$ cat src/design/smd_pkg.sv
// ----------------------------------------------------------------------------
// smd_pkg
// Shared types and constants for the spatiotemporal median denoiser.
// ----------------------------------------------------------------------------
package smd_pkg;

  localparam int MAX_LINE_BYTES_DEF = 4096;
  localparam int MAX_STRIDE_DEF     = 4;
  localparam int WIN_MAX            = 11;

  localparam logic [1:0] CFG_LINE_BYTES = 2'd0;
  localparam logic [1:0] CFG_BPP        = 2'd1;
  localparam logic [1:0] CFG_BAND_ROWS  = 2'd2;

  typedef struct packed {
    logic [7:0] top;
    logic [7:0] mid;
    logic [7:0] bot;
    logic [8:0] pv;
    logic [8:0] nv;
  } colv_t;

  typedef enum logic [1:0] {
    ST_IN,
    ST_RD,
    ST_EMIT
  } state_t;

  // one result request for the median unit
  typedef struct packed {
    logic [3:0] d;
    logic       use_left;
    logic       use_right;
    logic       top;
    logic       bot;
    logic       last;
  } req_t;

endpackage

$ cat src/design/smd_median.sv
// ----------------------------------------------------------------------------
// smd_median
// Registered window gather and rank select over up to eleven bytes.
// ----------------------------------------------------------------------------
module smd_median import smd_pkg::*; (
  input  logic            clk,
  input  logic            rst_n,
  input  logic            start,
  input  logic [7:0]      vals [WIN_MAX],
  input  logic [WIN_MAX-1:0] vld,
  output logic            done,
  output logic [7:0]      result
);

  logic [7:0]         v_r [WIN_MAX];
  logic [WIN_MAX-1:0] m_r;
  logic               s_r;
  logic               done_r;
  logic [7:0]         res_r;
  logic [3:0]         n_w;
  logic [7:0]         sel_w;

  always_ff @(posedge clk) begin
    if (!rst_n) begin
      s_r    <= 1'b0;
      done_r <= 1'b0;
    end else begin
      s_r    <= start;
      done_r <= s_r;
    end
    if (start) begin
      v_r <= vals;
      m_r <= vld;
    end
    if (s_r) res_r <= sel_w;
  end

  // element e is the pick when (#less) <= k < (#less + #equal-before-or-self)
  always_comb begin
    logic [3:0] lt, le;
    n_w   = 4'(($countones(m_r)));
    sel_w = 8'd0;
    for (int e = 0; e < WIN_MAX; e++) begin
      lt = '0;
      le = '0;
      for (int f = 0; f < WIN_MAX; f++) begin
        if (m_r[f] && (v_r[f] < v_r[e])) lt = lt + 4'd1;
        if (m_r[f] && (v_r[f] == v_r[e]) && (f <= e)) le = le + 4'd1;
      end
      if (m_r[e] && (lt + le > (n_w >> 1)) && (lt <= (n_w >> 1))) sel_w = v_r[e];
    end
  end

  assign done   = done_r;
  assign result = res_r;

  a_done_after_start: assert property (@(posedge clk) disable iff (!rst_n)
    done_r |-> $past(s_r))
    else $error("median done without start");

  a_start_to_done: assert property (@(posedge clk) disable iff (!rst_n)
    s_r |=> done_r)
    else $error("median start without done");

  a_start_spaced: assert property (@(posedge clk) disable iff (!rst_n)
    start |-> !s_r)
    else $error("median start while computing");

endmodule

$ cat config.mk
export PLATFORM = sky130hd
export DESIGN_NAME = smd_median
export DESIGN_NICKNAME = d
export VERILOG_FILES = /design/src/design/smd_pkg.sv /design/src/design/smd_median.sv
export SDC_FILE = /design/constraint.sdc
export NUM_CORES = 1
export LEC_CHECK = 0
export BUFFER_PORTS_ARGS = -buffer_cell sky130_fd_sc_hd__buf_2
export CAP_MARGIN = 20
export CELL_PAD_IN_SITES_DETAIL_PLACEMENT = 1
export CELL_PAD_IN_SITES_GLOBAL_PLACEMENT = 2
export CORE_MARGIN = 4
export CORE_UTILIZATION = 41
export DETAILED_ROUTE_END_ITERATION = 10
export PLACE_DENSITY_LB_ADDON = 0.08
export RECOVER_POWER = 100
export SLEW_MARGIN = 10
export SYNTH_ARGS = -nofsm -noshare
export SYNTH_HDL_FRONTEND = slang
export SYNTH_SLANG_ARGS = --single-unit
$ cat constraint.sdc
create_clock -name clk -period 13.7 [get_ports clk]
set_input_delay 3.425 -clock clk [delete_from_list [all_inputs] [get_ports clk]]
set_output_delay 3.425 -clock clk [all_outputs]
set_load 0.05 [all_outputs]
### Word level (Yosys, flattened, before mapping)

Cells that the tools add are included.

| cells by class | value |
|---|---|
| shift-type cells | 0 |
| eq/ne operators | 55 |
| bitwise gates (word level) | 0 |
| muxes and demuxes | 198 |
| add/sub/neg operators | 186 |
| $mul | 0 |
| divide/modulo/power cells | 0 |
| $lt $le $gt $ge | 143 |
| reductions and logical operators | 198 |

Operator list:

| kind | number |
|---|---|
| $lt A8 B8 Y1 | 121 |
| $add A4 B1 Y4 const B | 165 |
| $mux W4 | 165 |
| $eq A8 B8 Y1 | 55 |
| $logic_and A1 B1 Y1 | 198 |
| $mux W8 | 11 |
| $add A4 B4 Y4 | 11 |
| $gt A4 B3 Y1 | 11 |
| $le A4 B3 Y1 | 11 |
| $mux W1 | 22 |
| $add A1 B1 Y2 | 5 |
| $add A2 B2 Y3 | 2 |
| $add A3 B3 Y4 | 1 |
| $add A4 B3 Y4 | 1 |
| $add A2 B1 Y3 | 1 |

| word-level totals | value |
|---|---|
| memory bits (writable) | 0 |
| memories kept | 0 |
| word-level logic and storage cells | 795 |
| register bits after elaboration | 109 |
| bits in latches | 0 |
| ROM bits | 0 |

### Longest topological paths before layout

| logic depth | value |
|---|---|
| depth in word-level cells | 38 |
| depth in mapped cells | 51 |

### Least setup slack after synthesis

Ideal clock, no wire load.

| timing path | value |
|---|---|
| path type | flip-flop to flip-flop |
| start | register v_r[43] (netlist name) |
| end | register res_r[0] (netlist: result[0]), data pin |
| library setup time | 160 ps |
| slack | 4,162 ps |
| arrival | 9,378 ps |
| stages on the path, launching flop included | 46 |
| period minus slack after synthesis | 9,538 ps |
| cell sequence | edfxtp_1 > inv_1 > ha_1 > and3_1 > a221o_1 > a21oi_1 > nand2_1 > inv_1 > ha_1 > o2bb2ai_1 > a311o_1 > a211oi_2 > inv_1 > ha_1 > nand4_1 > o31ai_1 > ha_1 > nor3_1 > [... 10 more ...] > nor2_1 > a31oi_1 > ha_1 > mux2_2 > ha_1 > mux2_2 > fa_1 > ha_1 > nor2b_1 > o21a_1 > o21ai_0 > a211oi_1 > nand2b_1 > mux2i_1 > nand2b_1 > or2_2 > or4_1 > a41oi_1 |

| between the ends | value |
|---|---|
| cells in the longest elaborated chain, start to end | 33 |

RTL lines:

| item | line | text |
|---|---|---|
| from (decl) | smd_median.sv:15 | `logic [7:0] v_r [WIN_MAX];` |
| from (signal assigned) | smd_median.sv:32 | `v_r <= vals;` |
| $lt A8 B8 Y1 | smd_median.sv:47 | `if (m_r[f] && (v_r[f] < v_r[e])) lt = lt + 4'd1;` |
| $logic_and A1 B1 Y1 | smd_median.sv:47 |  |
| $mux W1 | smd_median.sv:47 |  |
| $add A4 B1 Y4 | smd_median.sv:47 |  |
| $mux W4 | smd_median.sv:47 |  |
| $add A4 B1 Y4 | smd_median.sv:47 |  |
| $mux W4 | smd_median.sv:47 |  |
| $add A4 B1 Y4 | smd_median.sv:47 |  |
| [... 13 more ...] | -- |  |
| $add A4 B1 Y4 | smd_median.sv:47 |  |
| $mux W4 | smd_median.sv:47 |  |
| $add A4 B4 Y4 | smd_median.sv:50 | `if (m_r[e] && (lt + le > (n_w >> 1)) && (lt <= (n_w >> 1))) sel_w = v_r[e];` |
| $gt A4 B3 Y1 | smd_median.sv:50 |  |
| $logic_and A1 B1 Y1 (2 in series) | smd_median.sv:50 |  |
| $mux W8 (5 in series) | smd_median.sv:50 |  |
| $mux W8 * | smd_median.sv:50 |  |
| via sel_w[0] | smd_median.sv:21 | `logic [7:0] sel_w;` |
| to (signal assigned) | smd_median.sv:35 | `if (s_r) res_r <= sel_w;` |
| to (decl) | smd_median.sv:19 | `logic [7:0] res_r;` |

Mark *: on every way through the listed nets, which the timed path passes. The rest lies on a longest branch.
A chain may end at the register's enable or synchronous reset.

### Final worst setup path

| timing path | value |
|---|---|
| start | register v_r[34] (netlist name) |
| end | register res_r[3] (netlist: result[3]), data pin |

| between the ends | value |
|---|---|
| cells in the longest elaborated chain, start to end | 32 |

RTL lines:

| item | line |
|---|---|
| $lt A8 B8 Y1 | smd_median.sv:47 |
| $logic_and A1 B1 Y1 | smd_median.sv:47 |
| $mux W1 | smd_median.sv:47 |
| $add A4 B1 Y4 | smd_median.sv:47 |
| $mux W4 | smd_median.sv:47 |
| $add A4 B1 Y4 | smd_median.sv:47 |
| $mux W4 | smd_median.sv:47 |
| $add A4 B1 Y4 | smd_median.sv:47 |
| [... 13 more ...] | -- |
| $add A4 B1 Y4 | smd_median.sv:47 |
| $mux W4 | smd_median.sv:47 |
| $add A4 B4 Y4 | smd_median.sv:50 |
| $gt A4 B3 Y1 | smd_median.sv:50 |
| $logic_and A1 B1 Y1 (2 in series) | smd_median.sv:50 |
| $mux W8 (4 in series) | smd_median.sv:50 |
| $mux W8 * | smd_median.sv:50 |
| via sel_w[3] | smd_median.sv:21 |

Marked as above.

==> results.md <==
* Status: finished with violations
* Failing checks: capacitance limit, slew limit
* # hold bufs at CTS at 0
* Synth unique cells at between 100 and 150
* Area grow syn2layout at 7.99%
* DR DRC count at 0
* IO Pins at between 100 and 150
* CTS sink count at 109
* Die Footprint at 74,000 µm²
* Seq. cell area at ~3300 µm²
* Register share of total power at 8.5%
* Antenna violations before repair at 4
* CTS tree: done
* Hold EP: result[7]
* Critical Path Start: v_r[34]
* Setup Skew at roughly 0.026 ns
* Yosys warning total at 0
* Worst-margin pin slew at about 3.8 ns
* Avg Cell Area, Syn at approximately 8.6 µm²
* Met3 usage at under 10%
* Post-layout min period at between 10 and 15 ns
* Clock network power share at approximately 4.8%
* First-pass GRT wire length at 186,000 µm
* Sw Ratio at a little under three fifths
* Sw Pwr at 3670 µW
* Main synth FF type: edfxtp_1
* H-tree Lvls at 3
* Logic pwr share at just under 90%
* Max Cap Viol at 2
* CTS max path bufs at 2
* Core area at about 69,000 µm²
* Total chip power at roughly 6600 µW
* Cells after synthesis at approximately 3,300
* Critical Path Most Common Cell: ha_1
* Worst rel slew slack at -151%
* Static Leak at ~0.015 µW
* CP Capture Type: flop
* Final Slew Violations at roughly 100
* I/O Buffers at 110
* IR drop worst, VDD at roughly 0.00019 V
* Proportion of layout cells with a drive suffix above 1 at under 10%
* Critical path's slowest cell: nor4b_1
* DRT iter0 DRCs at between 2,000 and 2,500
* Setup repair after global routing missed its margin: false
* CTS Buf Count at 9
* Most common cell after layout, fill and taps aside: ha_1
* Tightest Hold Check Type: flop to flop
* Width of the die at 272 µm
* Initial Utilization at 41.5%
* Area of the multi-input gates at approximately 24,000 µm²
* Final HPWL DP at 102,000 µm
* Worst EP required at about 14 ns
* Flops & latches, synth at 109
* Top cell type's share of synthesized area at 30.3%
* Post-CTS sizing at 0
* Internal Dissipation at around 2900 µW
* Final WL at about 130,000 µm
* Vias in the first global route at approximately 30,000
* # nets final at roughly 4,300
* Worst skew pair latency at between 0.4 and 0.5 ns
* Grt total ovfl at 0
* Global routing's busiest layer: met2
* Fraction of registers with async set/reset at 0%
* WS Path Type: flop to flop
* Pwr/cell area at 214 nW/µm²
* Post-synth EDFFs at around 110
* Synthesized area at 28,600 µm²
* Met1 usage at about 43%
* R2r endpoint: result[3]
* DRT antenna net count at 0
* Crit path launch type: flop
* GR Layer Usage met2 at a little under three fifths
* WP data arrival at around 13 ns
* Cells on worst reg2reg path at 42
* DR vias at 28,000
* Flop2flop setup slack at 0.63 ns
* Worst hold start: s_r
* Average wire per standard cell at ~29 µm
* Achievable clock frequency at ~0.076 GHz
* Drt first pass iters at 6
* Setup TNS at 0 ns
* GR Util All Layers at 33.2%
* Worst path max stage delay at about 1.0 ns
* CTS root buf: clkbuf_16
* Final period util at approximately 95%
* Most frequent cells in the layout: ha_1, inv_1, nand2_1
* Core Rows at 96
* Final Hold Viols at 0
* Clock slew at reported path FFs at ~0.090 ns
* Post-CTS setup buffers at 0
* Filler cell count in the final layout at 8,220
* Ranking of synthesized cells by area: ha_1, edfxtp_1, xnor2_1
* Syn nets at roughly 4,100
* Die height at between 200 and 300 µm
* Setup-failing EPs final at 0
* GPL Wtd Cong at around 0.97
* Register area share after synthesis at a little under an eighth
* Hold depth at 0
* Cell taking the most area after synthesis: ha_1
* RR Startpoint: v_r[34]
* Pin count of the biggest net entering global routing at 59
* Vias/cell at 6.37
* Crit Path Max Fanout at 8
kinds of logic (layout without fill, tap and decap cells):
group | Yosys count | count (layout) | share of synthesized area, %
and+or+nand+nor | 981 | 981 | 18.2
AOI/OAI and AO/OA | 780 | 780 | 18.8
adders and majority gates | 708 | 708 | 31.4
xor gates and xnor gates | 344 | 344 | 12.8
buffers and inverters | 328 | 463 | 4.36
DFF | 109 | 109 | 11.4
muxes | 80 | 80 | 3.04
other | 0 | 2 | 0
power groups by stage:
stage          registers [µW]  logic, µW  clock network [µW]
2_1_floorplan             556       3970                   0
3_3_place_gp              564       5370                   0
3_5_place_dp              563       5670                   0
4_1_cts                   557       5700                 318
5_1_grt                   560       6360                 327
6_report                  564       5730                 315
sequential cells by signal, summed over array words and instances, names as in the netlist:
signal  count
v_r        88
m_r        11
result      8
done        1
s_r         1
Yosys cell counts (15+ instances only):
master and n:
nand3_1 73, xnor3_1 24, clkbuf_1 37, or3_1 18
o21ai_0 102, or2_2 19, a21o_1 106, o31ai_1 22
nor2_1 164, mux2_2 47, xnor2_1 205, o211ai_1 44
a221oi_1 15, nand2b_1 25, a211oi_1 30, mux2i_1 31
o21a_1 58, fa_1 16, nor3b_1 16, nand2_1 241
and3_1 39, edfxtp_1 107, and2_1 24, nor2b_1 66
a21oi_1 185, nand4_1 125, nor3_1 73, ha_1 691
inv_1 268, and4_1 31, a31oi_1 36, a41oi_1 19
xor2_1 89
per-layer routing:
metal  wire length (µm)  share of wire (%)
met5                  7             0.0055
met4               5130                4.1
met3               7420                5.9
met2              59200                 47
met1              54400                 43
worst max-delay path by stage:
stage	end	slack [ns]	cells past startpoint
final	result[3]	0.63	42
after detailed placement	result[1]	1.16	41
after global routing	result[1]	0.38	41
after CTS	result[1]	1.15	41
after global placement	result[5]	1.44	41
after floorplan	result[0]	4.16	45
area by class of cell:
class | instances | share of cell area, %
repair buffers | 168 | 3.07
inverters | 279 | 3.40
multi-input cells | 2893 | 78.2
flip-flops and latches | 109 | 10.5
well taps | 931 | 3.78
clock buffers | 10 | 0.742
clock inverters | 6 | 0.260
diodes | 2 | 0.0162
stage by stage:
| stage | cells | utilization [%] | worst slack [ns] | hold slack, ns | cell area [µm²] |
|---|---|---|---|---|---|
| floorplan | 3330 | - | 4.16 | 0.567 | 28600 |
| global placement | 4380 | 44.4 | 1.44 | 0.725 | 30600 |
| detailed placement | 4380 | 44.4 | 1.16 | 0.717 | 30600 |
| CTS | 4396 | 44.9 | 1.15 | 0.745 | 30900 |
| global route | 4396 | 44.8 | 0.379 | 0.765 | 30900 |
| finish | 4398 | 44.8 | 0.628 | 0.748 | 30900 |
critical path: cells and delay by family, from the launching register on:
| family | cells | cell delay, ns |
|---|---|---|
| flip-flops | 1 | 0.61 |
| XOR/XNOR | 1 | 0.11 |
| adder cells (fa/ha/maj) | 11 | 3.75 |
| multiplexers | 3 | 0.88 |
| AND/OR/NAND/NOR | 10 | 3.00 |
| buffers and inverters | 4 | 0.56 |
| AO/OA/AOI/OAI | 13 | 3.99 |
No activity file was read; power rests on OpenSTA's default activity.
